===== config.mk =====
export PLATFORM = sky130hd
export DESIGN_NAME = rc_link_frame_receiver_core
export DESIGN_NICKNAME = d
export VERILOG_FILES = /design/src/hdl/rclfr_pkg.sv /design/src/hdl/rclfr_ctrl.sv /design/src/hdl/rclfr_datapath.sv /design/src/hdl/rc_link_frame_receiver_core.sv
export SDC_FILE = /design/constraint.sdc
export NUM_CORES = 1
export LEC_CHECK = 0
export ABC_CLOCK_PERIOD_IN_PS = 4100
export BUFFER_PORTS_ARGS = -buffer_cell sky130_fd_sc_hd__buf_4
export CAP_MARGIN = 25
export CORE_MARGIN = 2
export CORE_UTILIZATION = 58
export CTS_BUF_LIST = sky130_fd_sc_hd__clkbuf_8
export CTS_CLUSTER_DIAMETER = 150
export DETAILED_ROUTE_END_ITERATION = 7
export PLACE_DENSITY = 0.79
export SYNTH_ARGS = -nofsm -noshare
export SYNTH_HDL_FRONTEND = slang
export SYNTH_SLANG_ARGS = --single-unit

===== constraint.sdc =====
create_clock -name clk -period 4.1 [get_ports clk]
set_input_delay 0.205 -clock clk [delete_from_list [all_inputs] [get_ports clk]]
set_output_delay 0.205 -clock clk [all_outputs]
set_load 0.005 [all_outputs]

===== src/hdl/rclfr_pkg.sv =====
// rclfr_pkg: shared types and constants for the rc link frame receiver
`timescale 1ns / 1ps
`default_nettype none

package rclfr_pkg;

  // run of stored bytes sent for a good channel frame
  localparam int RC_DATA_BYTES = 22;
  localparam int STORE_DEPTH   = 24;
  localparam int IDX_W         = 6;
  localparam int CNT_W         = 5;
  localparam int POS_W         = 5;
  localparam int ADDR_W        = 5;

  // length codes found in byte 0
  localparam logic [7:0] LEN_CODE_8CH  = 8'h0D;
  localparam logic [7:0] LEN_CODE_16CH = 8'h18;
  localparam logic [7:0] LEN_CODE_24CH = 8'h23;
  localparam logic [7:0] LEN_CODE_DL   = 8'h08;

  // frame lengths in bytes
  localparam logic [IDX_W-1:0] LEN_8CH  = 6'd16;
  localparam logic [IDX_W-1:0] LEN_16CH = 6'd27;
  localparam logic [IDX_W-1:0] LEN_24CH = 6'd38;
  localparam logic [IDX_W-1:0] LEN_DL   = 6'd10;
  localparam logic [IDX_W-1:0] LEN_MIN  = 6'd2;

  // channel counts announced by the header
  localparam logic [CNT_W-1:0] CH_8  = 5'd8;
  localparam logic [CNT_W-1:0] CH_16 = 5'd16;
  localparam logic [CNT_W-1:0] CH_24 = 5'd24;

  localparam logic [7:0] TYPE_BYTE = 8'hFF;
  localparam logic [7:0] SUM_GOOD  = 8'hFF;
  localparam logic [7:0] PRIM_POLL = 8'h10;

  // store slots read at fixed places
  localparam logic [ADDR_W-1:0] SLOT_ID    = 5'd1;
  localparam logic [ADDR_W-1:0] SLOT_PRIM  = 5'd2;
  localparam logic [ADDR_W-1:0] SLOT_FLAGS = 5'd23;

  typedef enum logic [1:0] {
    KIND_DATA  = 2'd0,
    KIND_POLL  = 2'd1,
    KIND_ERROR = 2'd2
  } rclfr_kind_t;

  typedef enum logic [2:0] {
    ERR_NONE     = 3'd0,
    ERR_LENGTH   = 3'd1,
    ERR_TYPE     = 3'd2,
    ERR_CHECKSUM = 3'd3,
    ERR_CHANNELS = 3'd4
  } rclfr_err_t;

  // commands from the controller to the datapath
  typedef struct packed {
    logic take;
    logic run_load;
    logic cfg_we;
  } rclfr_cmd_t;

  // status from the datapath to the controller
  typedef struct packed {
    logic out_free;
    logic run_start;
    logic run_last;
  } rclfr_stat_t;

endpackage

`default_nettype wire


===== src/hdl/rclfr_ctrl.sv =====
// rclfr_ctrl: state machine that sequences byte intake and the data run
`timescale 1ns / 1ps
`default_nettype none

module rclfr_ctrl
  import rclfr_pkg::*;
(
  input  wire         clk,
  input  wire         rst,
  input  wire         in_valid,
  output logic        in_stall,
  input  wire         cfg_valid,
  output logic        cfg_ready,
  input  rclfr_stat_t stat,
  output rclfr_cmd_t  cmd
);

  typedef enum logic [1:0] {
    ST_TAKE = 2'b01,
    ST_RUN  = 2'b10
  } state_t;

  state_t state;
  state_t state_next;

  // state register
  always_ff @(posedge clk) begin
    if (rst) begin
      state <= ST_TAKE;
    end else begin
      state <= state_next;
    end
  end

  // next state and commands
  always_comb begin
    state_next   = state;
    in_stall     = 1'b1;
    cfg_ready    = 1'b0;
    cmd.take     = 1'b0;
    cmd.run_load = 1'b0;
    cmd.cfg_we   = 1'b0;
    case (state)
      ST_TAKE: begin
        in_stall   = !stat.out_free;
        cfg_ready  = 1'b1;
        cmd.cfg_we = cfg_valid;
        cmd.take   = in_valid && stat.out_free;
        if (cmd.take && stat.run_start) begin
          state_next = ST_RUN;
        end
      end
      ST_RUN: begin
        cmd.run_load = stat.out_free;
        if (stat.out_free && stat.run_last) begin
          state_next = ST_TAKE;
        end
      end
      default: begin
        state_next = ST_TAKE;
      end
    endcase
  end

endmodule

`default_nettype wire


===== src/hdl/rclfr_datapath.sv =====
// rclfr_datapath: frame state, byte store, checksum and output register
`timescale 1ns / 1ps
`default_nettype none

module rclfr_datapath
  import rclfr_pkg::*;
(
  input  wire               clk,
  input  wire               rst,
  input  rclfr_cmd_t        cmd,
  output rclfr_stat_t       stat,
  input  wire  [7:0]        rx_byte,
  input  wire               gap_before,
  input  wire  [7:0]        device_id,
  input  wire               out_stall,
  output logic              out_valid,
  output logic [1:0]        result_kind,
  output logic [2:0]        error_code,
  output logic [7:0]        channel_byte,
  output logic [POS_W-1:0]  byte_position,
  output logic              missing_flag,
  output logic              failsafe_flag,
  output logic              last_of_run
);

  localparam logic [POS_W-1:0] RUN_LAST = POS_W'(RC_DATA_BYTES - 1);
  localparam logic [IDX_W-1:0] STORE_END = IDX_W'(STORE_DEPTH);

  // frame state
  logic [IDX_W-1:0] byte_index;
  logic [IDX_W-1:0] frame_length;
  logic             is_downlink;
  logic [CNT_W-1:0] channel_count;
  logic [7:0]       running_sum;
  logic [7:0]       dev_id;
  logic [7:0]       frame_store [STORE_DEPTH];
  logic [POS_W-1:0] run_cnt;
  logic [ADDR_W-1:0] run_addr;

  // step results
  logic [IDX_W-1:0] idx_eff;
  logic [IDX_W-1:0] idx_inc;
  logic [IDX_W-1:0] byte_index_next;
  logic [IDX_W-1:0] frame_length_next;
  logic             is_downlink_next;
  logic [CNT_W-1:0] channel_count_next;
  logic [7:0]       running_sum_next;
  logic [8:0]       sum_full;
  logic [7:0]       sum_acc;
  logic             proceed;
  logic             store_we;
  logic             single;
  rclfr_kind_t      single_kind;
  rclfr_err_t       single_err;
  logic             run_start;
  logic             out_load;

  // one received byte against the current frame state
  always_comb begin
    idx_eff            = gap_before ? '0 : byte_index;
    idx_inc            = idx_eff + 6'd1;
    sum_full           = {1'b0, running_sum} + {1'b0, rx_byte};
    sum_acc            = sum_full[7:0] + {7'd0, sum_full[8]};
    byte_index_next    = idx_eff;
    frame_length_next  = frame_length;
    is_downlink_next   = is_downlink;
    channel_count_next = channel_count;
    running_sum_next   = running_sum;
    proceed            = 1'b1;
    store_we           = 1'b0;
    single             = 1'b0;
    single_kind        = KIND_ERROR;
    single_err         = ERR_NONE;
    run_start          = 1'b0;

    if (idx_eff == '0) begin
      running_sum_next = '0;
      case (rx_byte)
        LEN_CODE_8CH: begin
          frame_length_next  = LEN_8CH;
          channel_count_next = CH_8;
          is_downlink_next   = 1'b0;
        end
        LEN_CODE_16CH: begin
          frame_length_next  = LEN_16CH;
          channel_count_next = CH_16;
          is_downlink_next   = 1'b0;
        end
        LEN_CODE_24CH: begin
          frame_length_next  = LEN_24CH;
          channel_count_next = CH_24;
          is_downlink_next   = 1'b0;
        end
        LEN_CODE_DL: begin
          frame_length_next = LEN_DL;
          is_downlink_next  = 1'b1;
        end
        default: begin
          proceed          = 1'b0;
          running_sum_next = running_sum;
          single           = 1'b1;
          single_err       = ERR_LENGTH;
        end
      endcase
    end else if (idx_eff == 6'd1 && !is_downlink && rx_byte != TYPE_BYTE) begin
      proceed         = 1'b0;
      byte_index_next = '0;
      single          = 1'b1;
      single_err      = ERR_TYPE;
    end else begin
      running_sum_next = sum_acc;
    end

    // frame end checks
    if (proceed) begin
      store_we        = idx_eff < STORE_END;
      byte_index_next = idx_inc;
      if (frame_length_next > LEN_MIN && idx_inc == frame_length_next) begin
        byte_index_next = '0;
        if (running_sum_next != SUM_GOOD) begin
          single     = 1'b1;
          single_err = ERR_CHECKSUM;
        end else if (channel_count_next != CH_16) begin
          single     = 1'b1;
          single_err = ERR_CHANNELS;
        end else if (is_downlink_next) begin
          if (frame_store[SLOT_ID] == dev_id && frame_store[SLOT_PRIM] == PRIM_POLL) begin
            single      = 1'b1;
            single_kind = KIND_POLL;
          end
        end else begin
          run_start = 1'b1;
        end
      end
    end
  end

  // frame state registers
  always_ff @(posedge clk) begin
    if (rst) begin
      byte_index    <= '0;
      frame_length  <= '0;
      is_downlink   <= 1'b0;
      channel_count <= '0;
      running_sum   <= '0;
    end else if (cmd.take) begin
      byte_index    <= byte_index_next;
      frame_length  <= frame_length_next;
      is_downlink   <= is_downlink_next;
      channel_count <= channel_count_next;
      running_sum   <= running_sum_next;
    end
  end

  // device id register
  always_ff @(posedge clk) begin
    if (rst) begin
      dev_id <= '0;
    end else if (cmd.cfg_we) begin
      dev_id <= device_id;
    end
  end

  // byte store
  always_ff @(posedge clk) begin
    if (cmd.take && store_we) begin
      frame_store[idx_eff[ADDR_W-1:0]] <= rx_byte;
    end
  end

  // run position counter
  always_ff @(posedge clk) begin
    if (rst) begin
      run_cnt <= '0;
    end else if (cmd.take) begin
      run_cnt <= '0;
    end else if (cmd.run_load) begin
      run_cnt <= run_cnt + 5'd1;
    end
  end

  assign run_addr = run_cnt + 5'd1;

  // output register
  assign out_load = (cmd.take && single) || cmd.run_load;

  always_ff @(posedge clk) begin
    if (rst) begin
      out_valid <= 1'b0;
    end else if (out_load) begin
      out_valid <= 1'b1;
    end else if (!out_stall) begin
      out_valid <= 1'b0;
    end
  end

  always_ff @(posedge clk) begin
    if (cmd.run_load) begin
      result_kind   <= KIND_DATA;
      error_code    <= ERR_NONE;
      channel_byte  <= frame_store[run_addr];
      byte_position <= run_cnt;
      missing_flag  <= frame_store[SLOT_FLAGS][2];
      failsafe_flag <= frame_store[SLOT_FLAGS][3];
      last_of_run   <= run_cnt == RUN_LAST;
    end else if (cmd.take && single) begin
      result_kind   <= single_kind;
      error_code    <= single_err;
      channel_byte  <= '0;
      byte_position <= '0;
      missing_flag  <= 1'b0;
      failsafe_flag <= 1'b0;
      last_of_run   <= 1'b1;
    end
  end

  // status to the controller
  assign stat.out_free  = !out_valid || !out_stall;
  assign stat.run_start = run_start;
  assign stat.run_last  = run_cnt == RUN_LAST;

endmodule

`default_nettype wire


===== src/hdl/rc_link_frame_receiver_core.sv =====
// rc_link_frame_receiver_core: top level of the rc link frame receiver
//
//   channel | direction | handshake              | payload
//   in      | input     | in_valid / in_stall    | rx_byte, gap_before
//   out     | output    | out_valid / out_stall  | result_kind, error_code, channel_byte,
//           |           |                        | byte_position, missing_flag,
//           |           |                        | failsafe_flag, last_of_run
//   cfg     | input     | cfg_valid / cfg_ready  | device_id
//
// One received byte is taken per cycle while the output register is free.
// A byte that ends a good channel frame starts a run of 22 results, one per
// cycle as the output side takes them; input is stalled until the run's last
// request is loaded.
// Reset is synchronous; it clears the frame state, the device id and the output valid.
// A stalled output holds its request and stalls the input until that request is taken.
`timescale 1ns / 1ps
`default_nettype none

module rc_link_frame_receiver_core
  import rclfr_pkg::*;
(
  input  wire              clk,
  input  wire              rst,
  input  wire              in_valid,
  output logic             in_stall,
  input  wire  [7:0]       rx_byte,
  input  wire              gap_before,
  output logic             out_valid,
  input  wire              out_stall,
  output logic [1:0]       result_kind,
  output logic [2:0]       error_code,
  output logic [7:0]       channel_byte,
  output logic [POS_W-1:0] byte_position,
  output logic             missing_flag,
  output logic             failsafe_flag,
  output logic             last_of_run,
  input  wire              cfg_valid,
  output logic             cfg_ready,
  input  wire  [7:0]       device_id
);

  rclfr_cmd_t  cmd;
  rclfr_stat_t stat;

  // controller
  rclfr_ctrl u_ctrl (
    .clk       (clk),
    .rst       (rst),
    .in_valid  (in_valid),
    .in_stall  (in_stall),
    .cfg_valid (cfg_valid),
    .cfg_ready (cfg_ready),
    .stat      (stat),
    .cmd       (cmd)
  );

  // datapath
  rclfr_datapath u_datapath (
    .clk           (clk),
    .rst           (rst),
    .cmd           (cmd),
    .stat          (stat),
    .rx_byte       (rx_byte),
    .gap_before    (gap_before),
    .device_id     (device_id),
    .out_stall     (out_stall),
    .out_valid     (out_valid),
    .result_kind   (result_kind),
    .error_code    (error_code),
    .channel_byte  (channel_byte),
    .byte_position (byte_position),
    .missing_flag  (missing_flag),
    .failsafe_flag (failsafe_flag),
    .last_of_run   (last_of_run)
  );

endmodule

`default_nettype wire


==> summary.txt <==
Synth Area in Simple Gates: 10.14%
Type of the most critical hold path: input port to flop
Setup ws final: 174.6 ps
Commonest non-fill, non-tap cell in the layout: edfxtp_1
RSZ-0062 raised after global routing: no
Die area: 20660 um^2
Max-slew violations: 0
CTS H-tree lvls: 2
Max-cap violation count: 0
Clock tree from TritonCTS: built
Worst hold stages: 2
WS Path Type: flop to flop
Top cell type's share of synthesized area: 55.15%
CP Max Fanout: 16
# DRC: 0
Pre-CTS setup slack: -56.46 ps
Clock buffer depth: 3
Share of cells above drive strength 1: 24.76%
Most frequent cells in the layout: edfxtp_1, buf_4, nor2_1
Levels on crit path: 16
Initial antenna violation count: 1
Drt pass-1 iters: 6
Post-Route WL: 26.74 mm
Status: finished clean
Fill cells: 1305
Final setup vio count: 0
CP Capture Type: flop
Area leader, netlist: edfxtp_1
Maximum vdd drop: 0.0002193 V
Worst EP required: 4400 ps
Relative slew slack: 28.28%
Final min period: 3925 ps
Post-CTS Setup Bufs: 0
Slowest CP cell: fa_1
Cell family with most CP delay: compound AO/OA/AOI/OAI gates
IO buf count: 45
Placement Rows: 51
Mux cell area share after synthesis: 12.45%
P_leak: 4.509 nW
Register bit total from synthesis: 255
First-pass GRT wire length: 41.07 mm
Starting density of the core: 58.57%
Worst Max-Slew Pin Slew: 1072 ps
WL/cell: 22.37 um
CP Data Arrival Time: 4220 ps
Vias in the first global route: 7342
R2R depth: 16
Final Net Count: 941
Via density: 6.136
Ports: 46
Synth Warn #: 0
GRT Total Usage: 26.80%
GP Congestion: 0.9005
CTS Buf Count: 41
Synth unique cells: 69
Largest family of logic cells by synthesized area: multiplexers
Clk slew on worst S/H paths: 60 ps
DPL Wire Length: 18.03 mm
Sequential area share after synthesis: 63.46%
Adder-cell area share of the yosys netlist: 2.055%
Ys flop type: edfxtp_1
Core box area: 19330 um^2
Total gr overflow: 0
Vias: 7333
Crit path buf inv count: 1
Final Cycle Share: 95.74%
Largest net degree at the start of global routing: 41
Drt initial violations: 665
Post-Syn Area per Cell: 14.39 um^2
Post-synth EDFFs: 208
Gate Count Post-Synth: 787
Mapped Nets: 827
Maximum clock rate: 0.2548 GHz
Clock Skew: 32.84 ps
Post-synthesis compound-gate area fraction: 8.364%
Xor-xnor portion of the synthesized cell area: 1.933%
CP max stage delay: 440 ps
Die Span Y: 143.7 um
Hold slack: 78.60 ps
Area growth syn-to-layout: 16.22%
Synth area leaders: edfxtp_1, mux4_2, dfxtp_1, nor2_1, ha_1
Critical Path, Cell by Cell: ha_2, fa_1, a211oi_2, o21ai_2, a21oi_1, o21bai_1, ha_1, ha_1, xnor2_1, a21oi_1, a2111oi_2, and4_1, o2111ai_2, nand2_4, nand2_1, buf_12
Endpoints failing hold: 0
Root buffer cell: clkbuf_8
Die Width: 143.7 um
Worst-Skew Late Latency: 550 ps
FFs w/ async S/R, synth: 0%
PwrDens: 383.3 nW/um^2
Kind of start point of the critical path: flop
Antenna-violating nets left: 0
CTS Sinks: 255
Syn Std Cell Area: 11320 um^2
kinds of logic after synthesis:
group / after synthesis
flops: 255
simple gates: 236
compound gates: 136
mux: 70
buf+inv: 47
xor+xnor: 25
fa+ha+maj: 18
cell type report:
cell class / instances / area (um^2) / area share (%)
Tap cell: 265 / 331.6 / 2.519
Clock inverter: 28 / 151.4 / 1.150
Antenna cell: 1 / 2.502 / 0.01901
Inverter: 11 / 41.29 / 0.3137
Clock buffer: 43 / 591.8 / 4.497
Multi-Input combinational cell: 485 / 3996 / 30.36
Sequential cell: 255 / 7191 / 54.63
Timing Repair Buffer: 107 / 855.8 / 6.503
power breakdown:
group | internal (W) | total [W] | switching, W
logic | 0.0000866 | 0.000225 | 0.000138
registers | 0.00281 | 0.00282 | 0.00000985
clock network | 0.00104 | 0.00200 | 0.000961
Yosys cell counts (10+ instances only):
cell type	count
a211oi_1	18
a21oi_1	41
clkbuf_1	28
dfxtp_1	47
edfxtp_1	208
ha_1	17
inv_1	11
mux2i_1	10
mux4_2	56
nand2_1	50
nand3_1	30
nor2_1	79
nor3_1	13
o21ai_0	17
xnor2_1	19
registers in the layout, indices dropped and copies added, names as in the netlist:
signal and cells:
u_datapath.channel_byte 8, u_datapath.dev_id 8, u_ctrl.state 2, u_datapath.missing_flag 1, u_datapath.running_sum 8, u_datapath.channel_count 5, u_datapath.byte_index 6, u_datapath.run_cnt 5
u_datapath.frame_length 6, u_datapath.result_kind 2, u_datapath.failsafe_flag 1, u_datapath.is_downlink 1, u_datapath.last_of_run 1, u_datapath.frame_store 192, u_datapath.error_code 3, u_datapath.out_valid 1
u_datapath.byte_position 5
worst reg2reg max path, delay by kind of cell, from the launching register on:
family / cells / cell delay (ps)
compound gates: 7 / 1290
xor+xnor: 1 / 240
buf+inv: 1 / 200
simple gates: 3 / 530
flops: 1 / 330
fa+ha+maj: 4 / 1070
per-layer routing:
metal / global-route usage [%] / wire length [um] / vias up
met4: 10.06 / 804 / 0
met2: 43.71 / 13050 / 314
li1: - / - / 3311
met1: 35.47 / 10870 / 3661
met5: 0 / 0 / -
met3: 6.131 / 2015 / 47
timing repair:
action / CTS / global route
setup endpoints to repair: 16 / 23
pin swaps: 0 / 3
resized for setup: 1 / 6
hold buffers: 16 / 0
hold endpoints to repair: 8 / 0
metrics by stage:
step	instances	setup TNS, ps	instance area [um^2]	power (W)	util, %
3_5_place_dp	1107	-879.5	12230	0.003085	63.24
3_3_place_gp	1107	0	12230	0.003078	63.24
4_1_cts	1194	0	13130	0.005075	67.92
5_1_grt	1194	0	13160	0.005220	68.06
6_report	1195	0	13160	0.005044	68.07
2_1_floorplan	787	0	11320	0.002968	-
final timing paths:
| path | start | slack (ps) | endpoint |
|---|---|---|---|
| max | u_datapath.running_sum[0]$_SDFFE_PP0P_ | 170 | u_datapath.channel_byte[1]$_SDFFCE_PN0P_ |
| min | rst | 80 | u_datapath.byte_index[0]$_SDFFE_PP0P_ |
| max reg2reg | u_datapath.running_sum[0]$_SDFFE_PP0P_ | 170 | u_datapath.channel_byte[1]$_SDFFCE_PN0P_ |
| min reg2reg | u_datapath.channel_count[0]$_SDFFE_PP0P_ | 460 | u_datapath.channel_count[0]$_SDFFE_PP0P_ |
No activity file was read; power rests on OpenSTA's default activity.
